===== src/hdl/cps_pkg.sv =====
`default_nettype none

package cps_pkg;

  localparam int CPS_COUNT_BITS = 16;
  localparam int DEN_BITS       = 16;
  localparam int QUOT_BITS      = 17;
  localparam int FRAC_SHIFT     = 16;
  localparam int ANGLE_BITS     = 16;

  localparam logic [DEN_BITS-1:0]   SAMPLE_TOTAL_RESET = 16'd360;
  localparam logic [DEN_BITS-1:0]   DEN_ONE            = 16'd1;
  localparam logic [ANGLE_BITS-1:0] ANGLE_SCALE        = 16'd46080;
  localparam logic [QUOT_BITS-1:0]  ANGLE_MAX          = 17'd46080;
  localparam logic [QUOT_BITS-1:0]  FRAC_MAX           = 17'd65536;
  // 720*run >= total is the same test as floor(46080*run/total) >= 64
  localparam logic [QUOT_BITS-1:0]  SEG_MIN_ANGLE      = 17'd64;

  // dividend sources
  localparam logic [1:0] SRC_OLD_RUN = 2'd0;
  localparam logic [1:0] SRC_CUR_RUN = 2'd1;
  localparam logic [1:0] SRC_FRAC    = 2'd2;

  // which count of a leg
  localparam logic [1:0] WHICH_CLAMP = 2'd0;
  localparam logic [1:0] WHICH_HIGH  = 2'd1;
  localparam logic [1:0] WHICH_LOW   = 2'd2;

  localparam logic [1:0] LEG_FIRST = 2'd0;
  localparam logic [1:0] LEG_LAST  = 2'd2;
  localparam logic [1:0] LEG_NONE  = 2'd3;

  localparam logic KIND_SEGMENT = 1'b0;
  localparam logic KIND_SUMMARY = 1'b1;

  localparam logic [1:0] PBITS_NONE = 2'b00;
  localparam logic [1:0] PBITS_HIGH = 2'b01;

  localparam logic [1:0] EFF_ZERO = 2'b00;
  localparam logic [1:0] EFF_HIGH = 2'b01;
  localparam logic [1:0] EFF_LOW  = 2'b11;

  typedef struct packed {
    logic       accept;
    logic       load;
    logic       div_start;
    logic       capture;
    logic       out_load;
    logic       out_kind;
    logic       out_final;
    logic       clear;
    logic [1:0] src;
    logic [1:0] leg;
    logic [1:0] which;
  } cps_cmd_t;

  typedef struct packed {
    logic pend_old;
    logic pend_last;
    logic cur_nonzero;
    logic div_done;
    logic seg_ok;
  } cps_stat_t;

endpackage

`default_nettype wire


===== src/hdl/cps_in_if.sv =====
`default_nettype none

interface cps_in_if;
  logic              valid;
  logic              ready;
  logic [1:0]        clamp_leg_in;
  logic signed [1:0] clamp_polarity_in;
  logic              end_of_set;

  modport source (
    output valid, clamp_leg_in, clamp_polarity_in, end_of_set,
    input  ready
  );
  modport sink (
    input  valid, clamp_leg_in, clamp_polarity_in, end_of_set,
    output ready
  );
endinterface

`default_nettype wire


===== src/hdl/cps_out_if.sv =====
`default_nettype none

interface cps_out_if;
  logic        valid;
  logic        ready;
  logic        result_kind;
  logic [1:0]  summary_leg;
  logic [16:0] clamp_share;
  logic [16:0] high_fraction;
  logic [16:0] low_fraction;
  logic [15:0] segment_angle;
  logic        final_result;

  modport source (
    output valid, result_kind, summary_leg, clamp_share, high_fraction,
           low_fraction, segment_angle, final_result,
    input  ready
  );
  modport sink (
    input  valid, result_kind, summary_leg, clamp_share, high_fraction,
           low_fraction, segment_angle, final_result,
    output ready
  );
endinterface

`default_nettype wire


===== src/hdl/cps_div.sv =====
`default_nettype none

// Restoring divider, one quotient bit per cycle. The quotient is QUOT_BITS
// wide; a dividend whose quotient does not fit reads as all ones.
module cps_div import cps_pkg::*; #(
  parameter int DIVIDEND_BITS = CPS_COUNT_BITS + FRAC_SHIFT
) (
  input  logic                     clk,
  input  logic                     rst,
  input  logic                     start,
  input  logic [DIVIDEND_BITS-1:0] dividend,
  input  logic [DEN_BITS-1:0]      divisor,
  output logic                     done,
  output logic [QUOT_BITS-1:0]     quotient
);

  localparam int HI_BITS   = DIVIDEND_BITS - QUOT_BITS;
  localparam int CMP_BITS  = (HI_BITS > DEN_BITS) ? HI_BITS : DEN_BITS;
  localparam int STEP_BITS = $clog2(QUOT_BITS + 1);

  logic [DEN_BITS-1:0]  rem;
  logic [DEN_BITS-1:0]  den;
  logic [QUOT_BITS-1:0] low;
  logic [QUOT_BITS-1:0] quo;
  logic                 ovf;
  logic [STEP_BITS-1:0] steps;

  logic [CMP_BITS-1:0]  hi_ext;
  logic [CMP_BITS-1:0]  den_ext;
  logic [DEN_BITS:0]    trial;
  logic [DEN_BITS:0]    diff;
  logic                 fits;

  assign hi_ext  = CMP_BITS'(dividend[DIVIDEND_BITS-1:QUOT_BITS]);
  assign den_ext = CMP_BITS'(divisor);
  assign trial   = {rem, low[QUOT_BITS-1]};
  assign fits    = trial >= {1'b0, den};
  assign diff    = trial - {1'b0, den};

  always_ff @(posedge clk) begin
    if (rst) begin
      steps <= '0;
      done  <= 1'b0;
    end else begin
      done <= 1'b0;
      if (start) begin
        // high part below the divisor unless the quotient overflows
        rem   <= hi_ext[DEN_BITS-1:0];
        low   <= dividend[QUOT_BITS-1:0];
        den   <= divisor;
        ovf   <= hi_ext >= den_ext;
        quo   <= '0;
        steps <= STEP_BITS'(QUOT_BITS);
      end else if (steps != '0) begin
        rem   <= fits ? diff[DEN_BITS-1:0] : trial[DEN_BITS-1:0];
        low   <= {low[QUOT_BITS-2:0], 1'b0};
        quo   <= {quo[QUOT_BITS-2:0], fits};
        steps <= steps - STEP_BITS'(1);
        done  <= steps == STEP_BITS'(1);
      end
    end
  end

  assign quotient = ovf ? '1 : quo;

endmodule

`default_nettype wire


===== src/hdl/cps_datapath.sv =====
`default_nettype none

module cps_datapath import cps_pkg::*; #(
  parameter int COUNT_BITS = CPS_COUNT_BITS
) (
  input  logic                  clk,
  input  logic                  rst,
  input  logic                  cfg_write_en,
  input  logic [DEN_BITS-1:0]   cfg_write_data,
  input  logic [1:0]            clamp_leg_in,
  input  logic signed [1:0]     clamp_polarity_in,
  input  logic                  end_of_set,
  input  cps_cmd_t              cmd,
  output cps_stat_t             stat,
  output logic                  result_kind,
  output logic [1:0]            summary_leg,
  output logic [QUOT_BITS-1:0]  clamp_share,
  output logic [QUOT_BITS-1:0]  high_fraction,
  output logic [QUOT_BITS-1:0]  low_fraction,
  output logic [ANGLE_BITS-1:0] segment_angle,
  output logic                  final_result
);

  localparam int DIV_W = COUNT_BITS + FRAC_SHIFT;

  logic [DEN_BITS-1:0]   sample_total;
  logic                  first_pending;
  logic [1:0]            previous_polarity;
  logic [COUNT_BITS-1:0] run_count;
  logic [COUNT_BITS-1:0] seg_run;
  logic [COUNT_BITS-1:0] leg_clamp_count [3];
  logic [COUNT_BITS-1:0] leg_high_count [3];
  logic [COUNT_BITS-1:0] leg_low_count [3];
  logic                  pend_old;
  logic                  pend_last;

  logic [DIV_W-1:0]      div_n;
  logic [DIV_W-1:0]      div_n_next;
  logic [DEN_BITS-1:0]   den;
  logic                  div_done;
  logic [QUOT_BITS-1:0]  quot;

  logic [ANGLE_BITS-1:0] seg_ang;
  logic                  seg_ok;
  logic [QUOT_BITS-1:0]  frac_clamp;
  logic [QUOT_BITS-1:0]  frac_high;
  logic [QUOT_BITS-1:0]  frac_low;
  logic [QUOT_BITS-1:0]  quot_frac;
  logic [QUOT_BITS-1:0]  quot_ang;

  logic [1:0]            pbits;
  logic [1:0]            eff;
  logic [COUNT_BITS-1:0] run_sel;
  logic [COUNT_BITS-1:0] count_sel;

  assign pbits = clamp_polarity_in;

  always_comb begin
    if (clamp_leg_in == LEG_NONE) begin
      eff = EFF_ZERO;
    end else begin
      case (pbits)
        PBITS_NONE: eff = EFF_ZERO;
        PBITS_HIGH: eff = EFF_HIGH;
        default:    eff = EFF_LOW;
      endcase
    end
  end

  always_ff @(posedge clk) begin
    if (rst) begin
      sample_total <= SAMPLE_TOTAL_RESET;
    end else if (cfg_write_en) begin
      sample_total <= cfg_write_data;
    end
  end

  always_ff @(posedge clk) begin
    if (rst || cmd.clear) begin
      first_pending     <= 1'b1;
      previous_polarity <= EFF_ZERO;
      run_count         <= '0;
      pend_old          <= 1'b0;
      pend_last         <= 1'b0;
    end else if (cmd.accept) begin
      pend_last <= end_of_set;
      seg_run   <= run_count;
      pend_old  <= !first_pending && (eff != previous_polarity)
                   && (previous_polarity != EFF_ZERO);
      if (first_pending) begin
        first_pending     <= 1'b0;
        previous_polarity <= eff;
        run_count         <= COUNT_BITS'(1);
      end else if (eff == previous_polarity) begin
        run_count <= (run_count == '1) ? run_count : run_count + 1'b1;
      end else begin
        previous_polarity <= eff;
        run_count         <= COUNT_BITS'(1);
      end
    end
  end

  for (genvar j = 0; j < 3; j++) begin : g_leg
    always_ff @(posedge clk) begin
      if (rst || cmd.clear) begin
        leg_clamp_count[j] <= '0;
        leg_high_count[j]  <= '0;
        leg_low_count[j]   <= '0;
      end else if (cmd.accept && clamp_leg_in == 2'(j)) begin
        if (leg_clamp_count[j] != '1) begin
          leg_clamp_count[j] <= leg_clamp_count[j] + 1'b1;
        end
        if (pbits == PBITS_HIGH) begin
          if (leg_high_count[j] != '1) begin
            leg_high_count[j] <= leg_high_count[j] + 1'b1;
          end
        end else if (pbits != PBITS_NONE) begin
          if (leg_low_count[j] != '1) begin
            leg_low_count[j] <= leg_low_count[j] + 1'b1;
          end
        end
      end
    end
  end

  assign run_sel = (cmd.src == SRC_OLD_RUN) ? seg_run : run_count;

  always_comb begin
    unique case (cmd.which)
      WHICH_CLAMP: count_sel = leg_clamp_count[cmd.leg];
      WHICH_HIGH:  count_sel = leg_high_count[cmd.leg];
      default:     count_sel = leg_low_count[cmd.leg];
    endcase
  end

  always_comb begin
    unique case (cmd.src)
      SRC_FRAC: div_n_next = {count_sel, FRAC_SHIFT'(0)};
      default:  div_n_next = DIV_W'(run_sel) * DIV_W'(ANGLE_SCALE);
    endcase
  end

  always_ff @(posedge clk) begin
    if (cmd.load) begin
      div_n <= div_n_next;
    end
  end

  assign den = (sample_total == '0) ? DEN_ONE : sample_total;

  cps_div #(
    .DIVIDEND_BITS(DIV_W)
  ) u_div (
    .clk      (clk),
    .rst      (rst),
    .start    (cmd.div_start),
    .dividend (div_n),
    .divisor  (den),
    .done     (div_done),
    .quotient (quot)
  );

  assign quot_frac = (quot > FRAC_MAX) ? FRAC_MAX : quot;
  assign quot_ang  = (quot > ANGLE_MAX) ? ANGLE_MAX : quot;

  always_ff @(posedge clk) begin
    if (cmd.capture) begin
      if (cmd.src == SRC_FRAC) begin
        unique case (cmd.which)
          WHICH_CLAMP: frac_clamp <= quot_frac;
          WHICH_HIGH:  frac_high  <= quot_frac;
          default:     frac_low   <= quot_frac;
        endcase
      end else begin
        seg_ang <= quot_ang[ANGLE_BITS-1:0];
        seg_ok  <= quot >= SEG_MIN_ANGLE;
      end
    end
  end

  // output word register
  always_ff @(posedge clk) begin
    if (cmd.out_load) begin
      result_kind  <= cmd.out_kind;
      final_result <= cmd.out_final;
      if (cmd.out_kind == KIND_SUMMARY) begin
        summary_leg    <= cmd.leg;
        clamp_share    <= frac_clamp;
        high_fraction  <= frac_high;
        low_fraction   <= frac_low;
        segment_angle  <= '0;
      end else begin
        summary_leg    <= '0;
        clamp_share    <= '0;
        high_fraction  <= '0;
        low_fraction   <= '0;
        segment_angle  <= seg_ang;
      end
    end
  end

  assign stat.pend_old    = pend_old;
  assign stat.pend_last   = pend_last;
  assign stat.cur_nonzero = previous_polarity != EFF_ZERO;
  assign stat.div_done    = div_done;
  assign stat.seg_ok      = seg_ok;

endmodule

`default_nettype wire


===== src/hdl/cps_controller.sv =====
`default_nettype none

module cps_controller import cps_pkg::*; (
  input  logic      clk,
  input  logic      rst,
  input  logic      in_valid,
  output logic      in_ready,
  output logic      out_valid,
  input  logic      out_ready,
  input  cps_stat_t stat,
  output cps_cmd_t  cmd
);

  localparam logic [3:0] S_IDLE        = 4'd0;
  localparam logic [3:0] S_CHECK_OLD   = 4'd1;
  localparam logic [3:0] S_CHECK_FLUSH = 4'd2;
  localparam logic [3:0] S_LOAD        = 4'd3;
  localparam logic [3:0] S_START       = 4'd4;
  localparam logic [3:0] S_WAIT        = 4'd5;
  localparam logic [3:0] S_AFTER_RUN   = 4'd6;
  localparam logic [3:0] S_EMIT_SEG    = 4'd7;
  localparam logic [3:0] S_EMIT_SUM    = 4'd8;

  logic [3:0] state;
  logic [3:0] state_next;
  logic [1:0] src;
  logic [1:0] src_next;
  logic [1:0] leg;
  logic [1:0] leg_next;
  logic [1:0] which;
  logic [1:0] which_next;
  logic       out_valid_next;
  logic       out_free;

  assign out_free = !out_valid || out_ready;
  assign in_ready = state == S_IDLE;

  always_comb begin
    state_next    = state;
    src_next      = src;
    leg_next      = leg;
    which_next    = which;
    cmd           = '0;
    cmd.src       = src;
    cmd.leg       = leg;
    cmd.which     = which;
    unique case (state)
      S_IDLE: begin
        if (in_valid) begin
          cmd.accept = 1'b1;
          state_next = S_CHECK_OLD;
        end
      end
      S_CHECK_OLD: begin
        if (stat.pend_old) begin
          src_next   = SRC_OLD_RUN;
          state_next = S_LOAD;
        end else begin
          state_next = S_CHECK_FLUSH;
        end
      end
      S_CHECK_FLUSH: begin
        if (!stat.pend_last) begin
          state_next = S_IDLE;
        end else if (stat.cur_nonzero) begin
          src_next   = SRC_CUR_RUN;
          state_next = S_LOAD;
        end else begin
          src_next   = SRC_FRAC;
          leg_next   = LEG_FIRST;
          which_next = WHICH_CLAMP;
          state_next = S_LOAD;
        end
      end
      S_LOAD: begin
        cmd.load   = 1'b1;
        state_next = S_START;
      end
      S_START: begin
        cmd.div_start = 1'b1;
        state_next    = S_WAIT;
      end
      S_WAIT: begin
        if (stat.div_done) begin
          cmd.capture = 1'b1;
          if (src != SRC_FRAC) begin
            state_next = S_AFTER_RUN;
          end else if (which == WHICH_LOW) begin
            state_next = S_EMIT_SUM;
          end else begin
            which_next = which + 2'd1;
            state_next = S_LOAD;
          end
        end
      end
      S_AFTER_RUN, S_EMIT_SEG: begin
        if (state == S_AFTER_RUN && stat.seg_ok) begin
          state_next = S_EMIT_SEG;
        end else if (state == S_AFTER_RUN || out_free) begin
          if (state == S_EMIT_SEG) begin
            cmd.out_load  = 1'b1;
            cmd.out_kind  = KIND_SEGMENT;
            cmd.out_final = (src == SRC_OLD_RUN) && !stat.pend_last;
          end
          // the ended run goes first, then the end-of-set work
          if (src == SRC_OLD_RUN) begin
            state_next = S_CHECK_FLUSH;
          end else begin
            src_next   = SRC_FRAC;
            leg_next   = LEG_FIRST;
            which_next = WHICH_CLAMP;
            state_next = S_LOAD;
          end
        end
      end
      S_EMIT_SUM: begin
        if (out_free) begin
          cmd.out_load  = 1'b1;
          cmd.out_kind  = KIND_SUMMARY;
          cmd.out_final = leg == LEG_LAST;
          if (leg == LEG_LAST) begin
            cmd.clear  = 1'b1;
            state_next = S_IDLE;
          end else begin
            leg_next   = leg + 2'd1;
            which_next = WHICH_CLAMP;
            state_next = S_LOAD;
          end
        end
      end
      default: begin
        state_next = S_IDLE;
      end
    endcase
  end

  assign out_valid_next = cmd.out_load ? 1'b1 : (out_ready ? 1'b0 : out_valid);

  always_ff @(posedge clk) begin
    if (rst) begin
      state     <= S_IDLE;
      src       <= SRC_OLD_RUN;
      leg       <= LEG_FIRST;
      which     <= WHICH_CLAMP;
      out_valid <= 1'b0;
    end else begin
      state     <= state_next;
      src       <= src_next;
      leg       <= leg_next;
      which     <= which_next;
      out_valid <= out_valid_next;
    end
  end

endmodule

`default_nettype wire


===== src/hdl/clamp_pattern_statistics_unit.sv =====
`default_nettype none

// Clamp pattern statistics. Each input word is one clamp sample (leg and
// polarity); the block counts clamps per leg and per polarity and tracks
// runs of equal effective polarity. A nonzero run that ends and spans at
// least half a degree gives a segment word with its angle in 1/128 degree;
// the sample flagged end_of_set also flushes the final run and gives three
// per-leg summary words (Q1.16 fractions of sample_total), then the set
// restarts. sample_total is written through cfg_write_en/cfg_write_data;
// the user must write it only while the block is idle, which the block
// itself does not enforce. Every angle and fraction goes through one shared
// divider that makes one quotient bit per cycle, and a stalled output
// holds the block until its word is taken. The next sample is taken while
// the last word still waits at the output.
module clamp_pattern_statistics_unit import cps_pkg::*; #(
  parameter int COUNT_BITS = CPS_COUNT_BITS
) (
  input  logic                clk,
  input  logic                rst,
  input  logic                cfg_write_en,
  input  logic [DEN_BITS-1:0] cfg_write_data,
  cps_in_if.sink              in_ch,
  cps_out_if.source           out_ch
);

  cps_cmd_t  cmd;
  cps_stat_t stat;

  cps_controller u_ctrl (
    .clk       (clk),
    .rst       (rst),
    .in_valid  (in_ch.valid),
    .in_ready  (in_ch.ready),
    .out_valid (out_ch.valid),
    .out_ready (out_ch.ready),
    .stat      (stat),
    .cmd       (cmd)
  );

  cps_datapath #(
    .COUNT_BITS(COUNT_BITS)
  ) u_dp (
    .clk               (clk),
    .rst               (rst),
    .cfg_write_en      (cfg_write_en),
    .cfg_write_data    (cfg_write_data),
    .clamp_leg_in      (in_ch.clamp_leg_in),
    .clamp_polarity_in (in_ch.clamp_polarity_in),
    .end_of_set        (in_ch.end_of_set),
    .cmd               (cmd),
    .stat              (stat),
    .result_kind       (out_ch.result_kind),
    .summary_leg       (out_ch.summary_leg),
    .clamp_share       (out_ch.clamp_share),
    .high_fraction     (out_ch.high_fraction),
    .low_fraction      (out_ch.low_fraction),
    .segment_angle     (out_ch.segment_angle),
    .final_result      (out_ch.final_result)
  );

`ifndef NO_ASSERTIONS
  // a word in the output register is never overwritten before it is taken
  a_no_overwrite: assert property (@(posedge clk) disable iff (rst)
    cmd.out_load |-> (!out_ch.valid || out_ch.ready))
    else $error("output word overwritten while stalled");

  // the divider never finishes while a new sample can be taken
  a_div_busy: assert property (@(posedge clk) disable iff (rst)
    stat.div_done |-> !in_ch.ready)
    else $error("divider done while idle");

  // an accepted sample always keeps the block busy for the next cycle
  a_accept_busy: assert property (@(posedge clk) disable iff (rst)
    (in_ch.valid && in_ch.ready) |=> !in_ch.ready)
    else $error("sample accepted without leaving idle");

  // the set is cleared only together with the last summary word
  a_clear_final: assert property (@(posedge clk) disable iff (rst)
    cmd.clear |-> (cmd.out_load && cmd.out_final && cmd.out_kind == KIND_SUMMARY))
    else $error("set cleared away from the final summary");
`endif

endmodule

`default_nettype wire

===== src/flat_wrapper.sv =====
// flat-port wrapper written by rule: the top's interface ports become plain ports
module clamp_pattern_statistics_unit_flat import cps_pkg::*;
#(
  parameter int COUNT_BITS = CPS_COUNT_BITS
)
  (clk, rst, cfg_write_en, cfg_write_data, in_ch_valid, in_ch_clamp_leg_in, in_ch_clamp_polarity_in, in_ch_end_of_set, in_ch_ready, out_ch_valid, out_ch_result_kind, out_ch_summary_leg, out_ch_clamp_share, out_ch_high_fraction, out_ch_low_fraction, out_ch_segment_angle, out_ch_final_result, out_ch_ready);
  cps_in_if in_ch_i ();
  cps_out_if out_ch_i ();
  input  logic clk;
  input  logic rst;
  input  logic cfg_write_en;
  input  logic [DEN_BITS-1:0] cfg_write_data;
  input wire logic [$bits(in_ch_i.valid)-1:0] in_ch_valid;
  input wire logic [$bits(in_ch_i.clamp_leg_in)-1:0] in_ch_clamp_leg_in;
  input wire logic [$bits(in_ch_i.clamp_polarity_in)-1:0] in_ch_clamp_polarity_in;
  input wire logic [$bits(in_ch_i.end_of_set)-1:0] in_ch_end_of_set;
  output wire logic [$bits(in_ch_i.ready)-1:0] in_ch_ready;
  output wire logic [$bits(out_ch_i.valid)-1:0] out_ch_valid;
  output wire logic [$bits(out_ch_i.result_kind)-1:0] out_ch_result_kind;
  output wire logic [$bits(out_ch_i.summary_leg)-1:0] out_ch_summary_leg;
  output wire logic [$bits(out_ch_i.clamp_share)-1:0] out_ch_clamp_share;
  output wire logic [$bits(out_ch_i.high_fraction)-1:0] out_ch_high_fraction;
  output wire logic [$bits(out_ch_i.low_fraction)-1:0] out_ch_low_fraction;
  output wire logic [$bits(out_ch_i.segment_angle)-1:0] out_ch_segment_angle;
  output wire logic [$bits(out_ch_i.final_result)-1:0] out_ch_final_result;
  input wire logic [$bits(out_ch_i.ready)-1:0] out_ch_ready;
  assign in_ch_i.valid = in_ch_valid;
  assign in_ch_i.clamp_leg_in = in_ch_clamp_leg_in;
  assign in_ch_i.clamp_polarity_in = in_ch_clamp_polarity_in;
  assign in_ch_i.end_of_set = in_ch_end_of_set;
  assign in_ch_ready = in_ch_i.ready;
  assign out_ch_valid = out_ch_i.valid;
  assign out_ch_result_kind = out_ch_i.result_kind;
  assign out_ch_summary_leg = out_ch_i.summary_leg;
  assign out_ch_clamp_share = out_ch_i.clamp_share;
  assign out_ch_high_fraction = out_ch_i.high_fraction;
  assign out_ch_low_fraction = out_ch_i.low_fraction;
  assign out_ch_segment_angle = out_ch_i.segment_angle;
  assign out_ch_final_result = out_ch_i.final_result;
  assign out_ch_i.ready = out_ch_ready;
  clamp_pattern_statistics_unit #(.COUNT_BITS(COUNT_BITS)) u_core (.clk(clk), .rst(rst), .cfg_write_en(cfg_write_en), .cfg_write_data(cfg_write_data), .in_ch(in_ch_i), .out_ch(out_ch_i));
endmodule

===== config.mk =====
export PLATFORM = sky130hd
export DESIGN_NAME = clamp_pattern_statistics_unit_flat
export DESIGN_NICKNAME = d
export VERILOG_FILES = /design/src/hdl/cps_pkg.sv /design/src/hdl/cps_in_if.sv /design/src/hdl/cps_out_if.sv /design/src/hdl/cps_div.sv /design/src/hdl/cps_datapath.sv /design/src/hdl/cps_controller.sv /design/src/hdl/clamp_pattern_statistics_unit.sv /design/src/flat_wrapper.sv
export SDC_FILE = /design/constraint.sdc
export NUM_CORES = 1
export LEC_CHECK = 0
export ABC_AREA = 1
export BUFFER_PORTS_ARGS = -buffer_cell sky130_fd_sc_hd__buf_2
export CORE_AREA = 2 2 217 219
export DETAILED_ROUTE_END_ITERATION = 6
export DIE_AREA = 0 0 219 221
export PLACE_DENSITY = 0.7
export SETUP_SLACK_MARGIN = 0.15
export SYNTH_ARGS = -nofsm -noshare
export SYNTH_HDL_FRONTEND = slang
export SYNTH_SLANG_ARGS = --single-unit

===== constraint.sdc =====
create_clock -name clk -period 11.8 [get_ports clk]
set_input_delay 2.36 -clock clk [delete_from_list [all_inputs] [get_ports clk]]
set_output_delay 2.36 -clock clk [all_outputs]
set_load 0.1 [all_outputs]

==> impl_results.rst, run 1 <==
.. list-table::
   :header-rows: 1

   * - Metric
     - Value
   * - Complex-gate fraction of the synthesized area
     - 7.676%
   * - Post-Synth Adder-Cell Area
     - 6.482%
   * - Total of flip-flops plus latches after synthesis
     - 434
   * - Fraction of synthesized area in multiplexers
     - 0.04083%
   * - Final hold violation count
     - 0
   * - Die height
     - 221 microns
   * - Cell area after layout
     - 0.02706 sq mm
   * - Cell at the slowest stage of the critical path
     - sky130_fd_sc_hd__nor2_2
   * - Core occupancy in the finished layout
     - 58.75%
   * - Via density per instance
     - 5.308
   * - Power per standard cell area
     - 183.0 mW/mm^2
   * - Total of endpoints with negative setup slack in the final report
     - 0
   * - Layer with the highest usage
     - met2
   * - Cell family with the largest share of critical-path delay
     - adder cells
   * - Largest family of logic cells by synthesized area
     - simple AND/OR/NAND/NOR gates
   * - Outcome
     - finished, final reports clean
   * - Floorplan die area
     - 0.04840 sq mm
   * - Worst-path clk slew
     - 60 ps
   * - Average wire length per cell after detail routing
     - 15.85 microns
   * - Post-route setup TNS
     - 0 ps
   * - CP most frequent cell
     - sky130_fd_sc_hd__nand2_1
   * - CTS tree
     - done
   * - Sink count of the clock tree
     - 434
   * - Syn-to-layout area delta
     - 10.38%
   * - Clock H-tree levels
     - 2
   * - Row count
     - 79
   * - Initial antenna violation count
     - 0
   * - Mean area per synthesized cell
     - 8.691 sq um
   * - Post-CTS resize count
     - 0
   * - Global routing usage on met1
     - 30.39%
   * - GRT Util Overall
     - 23.33%
   * - Global routing met3 resource utilization
     - 3.821%
   * - Post-synthesis instance total
     - 2,821
   * - Series of cell instances along the critical path
     - nor2_2 > inv_1 > nand2_1 > nand2_1 > ha_1 > ha_1 > inv_1 > fa_1 > inv_1 > ha_1 > inv_1 > fa_1 > o21ai_0 > nand2_1 > nand2_1 > nand3_1 > nand2_1 > nand2_1 > nand3_1 > nand2_1
   * - Largest net degree at the start of global routing
     - 73
   * - Leakage power summed over all cells
     - 11.40 nW
   * - Number of buffers inserted during clock tree synthesis
     - 47
   * - Hpwl dp
     - 41,450 microns
   * - Count of vias placed by the detailed router
     - 18,758
   * - Boundary pin count
     - 99
   * - Critical path class
     - register to register
   * - Clock Skews
     - 28.26 ps
   * - Least-Margin Pin Slew
     - 1161 ps
   * - Register area share after synthesis
     - 50.87%
   * - Placed instance area
     - 0.02550 sq mm
   * - Total Nets Final
     - 3,035
   * - Wire length of the first global-routing pass
     - 91,240 microns
   * - Clock period minus final worst setup slack
     - 4761 ps
   * - Overall power after layout
     - 4.952 mW
   * - Via count of the first global-routing pass
     - 18,275
   * - Maximum fanout count along the critical path
     - 33
   * - Endpoint arrival time on the critical path
     - 5080 ps
   * - Maximum root-to-sink buffer count
     - 3
   * - Total congestion overflow after global routing
     - 0
   * - Post-synthesis share of cell area spent on xor and xnor gates
     - 4.251%
   * - Final RePlAce weighted congestion
     - 0.8984
   * - First DRT Iteration DRCs
     - 1,497
   * - CP Buf/Inv Count
     - 4
   * - Diode count
     - 0
   * - Hold_buf cts
     - 0
   * - Final wirelength
     - 56,010 microns
   * - Maximum clock frequency
     - 0.2100 GHz
   * - Basic-gate share of the synthesized area counting and, or, nand and nor cells
     - 22.33%
   * - RSZ-0062 raised after global routing
     - no
   * - Yosys warning count
     - 0
   * - Area inside the core boundary
     - 0.04606 sq mm
   * - Period utilization
     - 40.35%
   * - Worst voltage drop across the vdd grid
     - 0.0001091 V
   * - Worst Setup End Kind
     - register
   * - CP startpoint kind
     - register
   * - Largest incremental delay on the critical path
     - 820 ps
   * - Clock insertion delay at the later pin of the skew report
     - 610 ps
   * - Met2 global-route usage
     - 40.02%
   * - Clk root buf
     - sky130_fd_sc_hd__clkbuf_16
   * - Max Slew Vio Count
     - 0
   * - Post-CTS Setup Repair Bufs
     - 0
   * - Number of port buffers
     - 98
   * - Share of cells above drive strength 1
     - 8.165%
   * - Max transition margin
     - 22.63%
   * - Netlist Area Pre-Place
     - 0.02452 sq mm
   * - Remaining design rule violation count
     - 0
   * - Die width
     - 219 microns
   * - Antenna-violating nets left
     - 0
   * - Worst hold path type
     - register to register
   * - Net count of the mapped netlist
     - 2,962
   * - Cell variety after synth
     - 53
   * - Critical Path RT
     - 12,120 ps
   * - Initial Utilization
     - 53.22%
   * - Maximum capacitance violations
     - 0
   * - Drt pass-1 iters
     - 6
[layout by cell type, fill, tap and decap left out, types with 20 or more instances in the layout]
master / synthesis / final
sky130_fd_sc_hd__nor3_1: 51 / 51
sky130_fd_sc_hd__clkbuf_16: 0 / 48
sky130_fd_sc_hd__xor2_1: 89 / 89
sky130_fd_sc_hd__edfxtp_1: 378 / 378
sky130_fd_sc_hd__inv_1: 427 / 427
sky130_fd_sc_hd__xnor2_1: 30 / 30
sky130_fd_sc_hd__ha_1: 95 / 95
sky130_fd_sc_hd__dfxtp_1: 56 / 56
sky130_fd_sc_hd__o21ai_0: 129 / 128
sky130_fd_sc_hd__nand3_1: 152 / 152
sky130_fd_sc_hd__fa_1: 20 / 20
sky130_fd_sc_hd__nand2_1: 555 / 554
sky130_fd_sc_hd__nor2_1: 406 / 402
sky130_fd_sc_hd__buf_2: 12 / 98
sky130_fd_sc_hd__nand4_1: 39 / 39
sky130_fd_sc_hd__a21oi_1: 167 / 166
[sequential cells by signal, indices dropped and copies added (netlist names), 4 cells and up, named ones only]
| signal | flops |
|---|---|
| u_core.u_dp.run_count | 16 |
| u_core.u_dp.segment_angle | 16 |
| u_core.u_dp.u_div.quo | 17 |
| u_core.u_dp.frac_low | 17 |
| u_core.u_dp.u_div.steps | 5 |
| u_core.u_dp.u_div.rem | 16 |
| u_core.u_dp.u_div.low | 7 |
| u_core.u_dp.seg_run | 16 |
| u_core.u_dp.leg_low_count | 48 |
| u_core.u_dp.u_div.den | 16 |
| u_core.u_dp.leg_high_count | 48 |
| u_core.u_dp.leg_clamp_count | 48 |
| u_core.u_dp.div_n | 22 |
| u_core.u_dp.sample_total | 16 |
| u_core.u_dp.high_fraction | 17 |
| u_core.u_dp.frac_high | 17 |
| u_core.u_dp.low_fraction | 17 |
| u_core.u_dp.clamp_share | 17 |
| u_core.u_ctrl.state | 4 |
| u_core.u_dp.frac_clamp | 17 |
| u_core.u_dp.seg_ang | 16 |
[synth_stat cells, drive strengths merged]
library cell	instances	area share, %
a31oi	3	0.077
xnor2	30	1.1
nor4	10	0.26
nand2	560	8.7
clkbuf	66	1.0
nand3	155	3.2
dfxtp	56	4.6
a21o	3	0.092
nor2	423	6.9
o2111ai	1	0.036
clkinv	2	0.031
xor2	89	3.2
o21bai	4	0.12
buf	26	0.70
a21boi	1	0.031
and2	2	0.051
a41o	1	0.041
o31a	1	0.036
nand4	39	1.0
o31ai	4	0.12
edfxtp	378	46
or2	11	0.28
ha	95	4.8
mux2i	1	0.041
o21ai	133	2.8
o221ai	3	0.11
a21oi	168	3.5
o22ai	5	0.13
nor3b	3	0.092
a211oi	2	0.061
o32ai	1	0.036
fa	20	1.6
inv	431	6.6
nand3b	19	0.58
o211ai	17	0.52
o21a	1	0.031
nor3	57	1.3
[kinds of logic after synthesis]
family / Yosys count
compound gates: 348
xor+xnor: 119
buf+inv: 525
flops: 434
fa+ha+maj: 115
mux: 1
simple gates: 1279
[path summary, 6_finish.rpt]
kind	from	end	slack (ps)	cells after the start
max	u_core.u_ctrl.src[0]	u_core.u_dp.div_n[26]	7040	20
min	u_core.u_dp.sample_total[2]	u_core.u_dp.u_div.den[2]	470	0
max reg2reg	u_core.u_ctrl.src[0]	u_core.u_dp.div_n[26]	7040	20
min reg2reg	u_core.u_dp.sample_total[2]	u_core.u_dp.u_div.den[2]	470	0
[through the flow]
| step | cells | worst slack [ps] | hold slack [ps] |
|---|---|---|---|
| 2_1_floorplan | 2821 | 6592 | 452.2 |
| 3_3_place_gp | 3452 | 6873 | 442.4 |
| 3_5_place_dp | 3452 | 6779 | 446.3 |
| 4_1_cts | 3534 | 7035 | 462.6 |
| 5_1_grt | 3534 | 6443 | 482.2 |
| 6_report | 3534 | 7039 | 467.2 |
[where the power goes]
part	internal, mW	total (mW)	leakage [nW]	switching (mW)
clock network	0.856	1.47	0.749	0.610
registers	1.87	1.94	4.11	0.0753
logic	0.533	1.54	6.55	1.01
total	3.26	4.95	11.4	1.69
[area by class of cell]
type,count,area (sq um)
clock inverters,23,282.8
repair buffers,116,625.6
clock buffers,59,1272
multi-input cells,1862,10020
well taps,607,759.5
fillers,4029,19000
inverters,433,1625
flip-flops and latches,434,12470
[metal layers]
metal | vias up | part of all wire (%) | wire length (microns)
met3 | 106 | 5.4 | 3043
met5 | - | 0 | 0
met2 | 536 | 49 | 27240
met4 | 0 | 2.6 | 1481
li1 | 9368 | - | -
met1 | 8748 | 43 | 24240
Note: power is estimated with default switching activity, not from simulation.
==> run 2, diff against run 1 <==
- PLACE_DENSITY: 0.7 -> 0.73
- clock period: 11.8 -> 4.3 ns (I/O delays scaled with it)
==> impl_results.rst, run 2 (same netlist as run 1, synthesis figures left out) <==
.. list-table::
   :header-rows: 1

   * - Metric
     - Value
   * - Max Slew Vio Count
     - 0
   * - Largest net degree at the start of global routing
     - 56
   * - Worst voltage drop across the vdd grid
     - 0.0003214 V
   * - Boundary pin count
     - 99
   * - Worst Setup End Kind
     - register
   * - Registers with the most flip-flops
     - u_core.u_dp.leg_clamp_count x48, u_core.u_dp.leg_high_count x48, u_core.u_dp.leg_low_count x48
   * - Leading cell types in the layout, fill and taps excluded
     - sky130_fd_sc_hd__nand2_1, sky130_fd_sc_hd__inv_1, sky130_fd_sc_hd__nor2_1, sky130_fd_sc_hd__edfxtp_1, sky130_fd_sc_hd__a21oi_1
   * - Maximum root-to-sink buffer count
     - 3
   * - Int Pwr
     - 8.846 mW
   * - Cell Count Post-Placement
     - 3,457
   * - Drt pass-1 iters
     - 6
   * - Leakage power summed over all cells
     - 11.42 nW
   * - Post-route setup TNS
     - 0 ps
   * - Clock H-tree levels
     - 2
   * - Count of vias placed by the detailed router
     - 19,113
   * - Critical path class
     - register to register
   * - Total congestion overflow after global routing
     - 0
   * - Remaining design rule violation count
     - 0
   * - First DRT Iteration DRCs
     - 1,653
   * - Power per standard cell area
     - 500.3 mW/mm^2
   * - Overall power after layout
     - 13.55 mW
   * - Hpwl dp
     - 41,710 microns
   * - Post-CTS Setup Repair Bufs
     - 0
   * - RSZ-0062 raised after global routing
     - yes
   * - Wire length of the first global-routing pass
     - 90,870 microns
   * - Clock Skews
     - 52.63 ps
   * - CTS tree
     - done
   * - GRT Util Overall
     - 23.16%
   * - Initial Utilization
     - 53.22%
   * - Worst Slack Setup Final
     - 321.7 ps
   * - Number of buffers inserted during clock tree synthesis
     - 46
   * - Post-CTS resize count
     - 0
   * - Via density per instance
     - 5.396
   * - Number of port buffers
     - 98
   * - Via count of the first global-routing pass
     - 18,375
   * - Outcome
     - finished, final reports clean
   * - Initial antenna violation count
     - 0
   * - Logic gate share of total power
     - 31.9%
   * - Final RePlAce weighted congestion
     - 0.9474
   * - Hold_buf cts
     - 0
   * - Total of endpoints with negative setup slack in the final report
     - 0
   * - Maximum capacitance violations
     - 0
   * - Row count
     - 79
   * - Clock insertion delay at the later pin of the skew report
     - 610 ps
   * - Least-Margin Pin Slew
     - 1138 ps
   * - Endpoint arrival time on the critical path
     - 4310 ps
   * - Syn-to-layout area delta
     - 10.48%
   * - Floorplan die area
     - 0.04840 sq mm
   * - Final wirelength
     - 56,410 microns
   * - Sink count of the clock tree
     - 434
   * - Total Nets Final
     - 3,039
   * - Clk root buf
     - sky130_fd_sc_hd__clkbuf_16
   * - Die width
     - 219 microns
   * - Final hold violation count
     - 0
   * - Share of cells above drive strength 1
     - 8.382%
   * - Non-filler instance count after layout
     - 3,542
   * - Antenna-violating nets left
     - 0
   * - Clock period minus final worst setup slack
     - 3978 ps
   * - Fraction of power spent switching nets
     - 34.72%
   * - Maximum fanout count along the critical path
     - 33
   * - Fraction of power consumed by the clock network
     - 28.7%
   * - Area inside the core boundary
     - 0.04606 sq mm
   * - Critical Path RT
     - 4630 ps
   * - Maximum clock frequency
     - 0.2514 GHz
   * - Portion of total power attributed to sequential cells
     - 39.4%
   * - P_sw
     - 4.706 mW
   * - Diode count
     - 0
   * - Total of fill cells in the finished design
     - 4,026
   * - Pre-CTS WS
     - 305.4 ps
   * - Die height
     - 221 microns
   * - CP startpoint kind
     - register
   * - Max transition margin
     - 24.14%
   * - Worst hold path type
     - register to register
   * - Worst-path clk slew
     - 60 ps
   * - Period utilization
     - 92.52%
   * - Most frequent standard cell in the layout excluding fill and tap cells
     - sky130_fd_sc_hd__nand2_1
   * - Average wire length per cell after detail routing
     - 15.93 microns
run 2: changes by cell type in the layout (fill, tap and decap cells not counted), sizes merged:
cell | previous run | this run
buf | 116 | 121
bufinv | 4 | 2
inv | 431 | 434
clkbuf | 59 | 62
clkinvlp | 4 | 3
run 2: per-stage QoR:
step	utilization, %	instance area, sq um	hold WS, ps
2_1_floorplan	-	24520	452.2
3_3_place_gp	55.51	25570	438.9
3_5_place_dp	55.51	25570	443.4
4_1_cts	58.75	27060	457.3
5_1_grt	58.80	27090	469.8
6_report	58.80	27090	457.3
run 2: worst max-delay path: stages (launching register included):
cell and delay, ps:
sky130_fd_sc_hd__dfxtp_1 340, sky130_fd_sc_hd__nor2_2 160, sky130_fd_sc_hd__buf_12 180, sky130_fd_sc_hd__inv_1 100, sky130_fd_sc_hd__nand2_1 80, sky130_fd_sc_hd__nand2_1 90
sky130_fd_sc_hd__ha_1 360, sky130_fd_sc_hd__or2_2 330, sky130_fd_sc_hd__nand2_1 90, sky130_fd_sc_hd__xnor2_1 120, sky130_fd_sc_hd__inv_1 80, sky130_fd_sc_hd__fa_1 500
sky130_fd_sc_hd__inv_1 40, sky130_fd_sc_hd__ha_1 370, sky130_fd_sc_hd__nand2_1 120, sky130_fd_sc_hd__nor2_1 180, sky130_fd_sc_hd__nor2_1 80, sky130_fd_sc_hd__nand2_1 130
sky130_fd_sc_hd__nand3_1 110, sky130_fd_sc_hd__nand2_1 70, sky130_fd_sc_hd__nand2_1 40, sky130_fd_sc_hd__nand3_1 70, sky130_fd_sc_hd__nand2_1 70
run 2: power by group through the flow:
stage          clock network (mW)  logic (mW)  registers, mW
3_5_place_dp                    0        4.18           5.41
5_1_grt                      4.13        4.91           5.37
4_1_cts                      3.96        4.21           5.33
3_3_place_gp                    0        4.10           5.40
6_report                     3.89        4.33           5.34
2_1_floorplan                   0        3.21           5.36
run 2: final cells by class:
type	count	area [sq um]	share of cell area [%]
Clock buffer	62	1272	4.698
Timing Repair Buffer	121	688.2	2.541
Clock inverter	23	221.5	0.8176
Inverter	433	1625	6.001
Tap cell	607	759.5	2.804
Sequential cell	434	12470	46.05
Multi-Input combinational cell	1862	10050	37.09
run 2: path summary, 6_finish.rpt:
kind | from | endpoint | slack, ps | cells past startpoint
max | u_core.u_ctrl.src[0] | u_core.u_dp.div_n[26] | 320 | 22
min | u_core.u_dp.sample_total[2] | u_core.u_dp.u_div.den[2] | 460 | 0
max reg2reg | u_core.u_ctrl.src[0] | u_core.u_dp.div_n[26] | 320 | 22
min reg2reg | u_core.u_dp.sample_total[2] | u_core.u_dp.u_div.den[2] | 460 | 0
run 2: per-layer routing:
metal / global-route usage [%] / wire (microns) / vias up / part of all wire (%)
li1: - / - / 9404 / -
met1: 30.78 / 24330 / 9021 / 43
met2: 39.21 / 27110 / 582 / 48
met3: 3.698 / 3551 / 106 / 6.3
met4: 6.517 / 1416 / 0 / 2.5
met5: 0 / 0 / - / 0
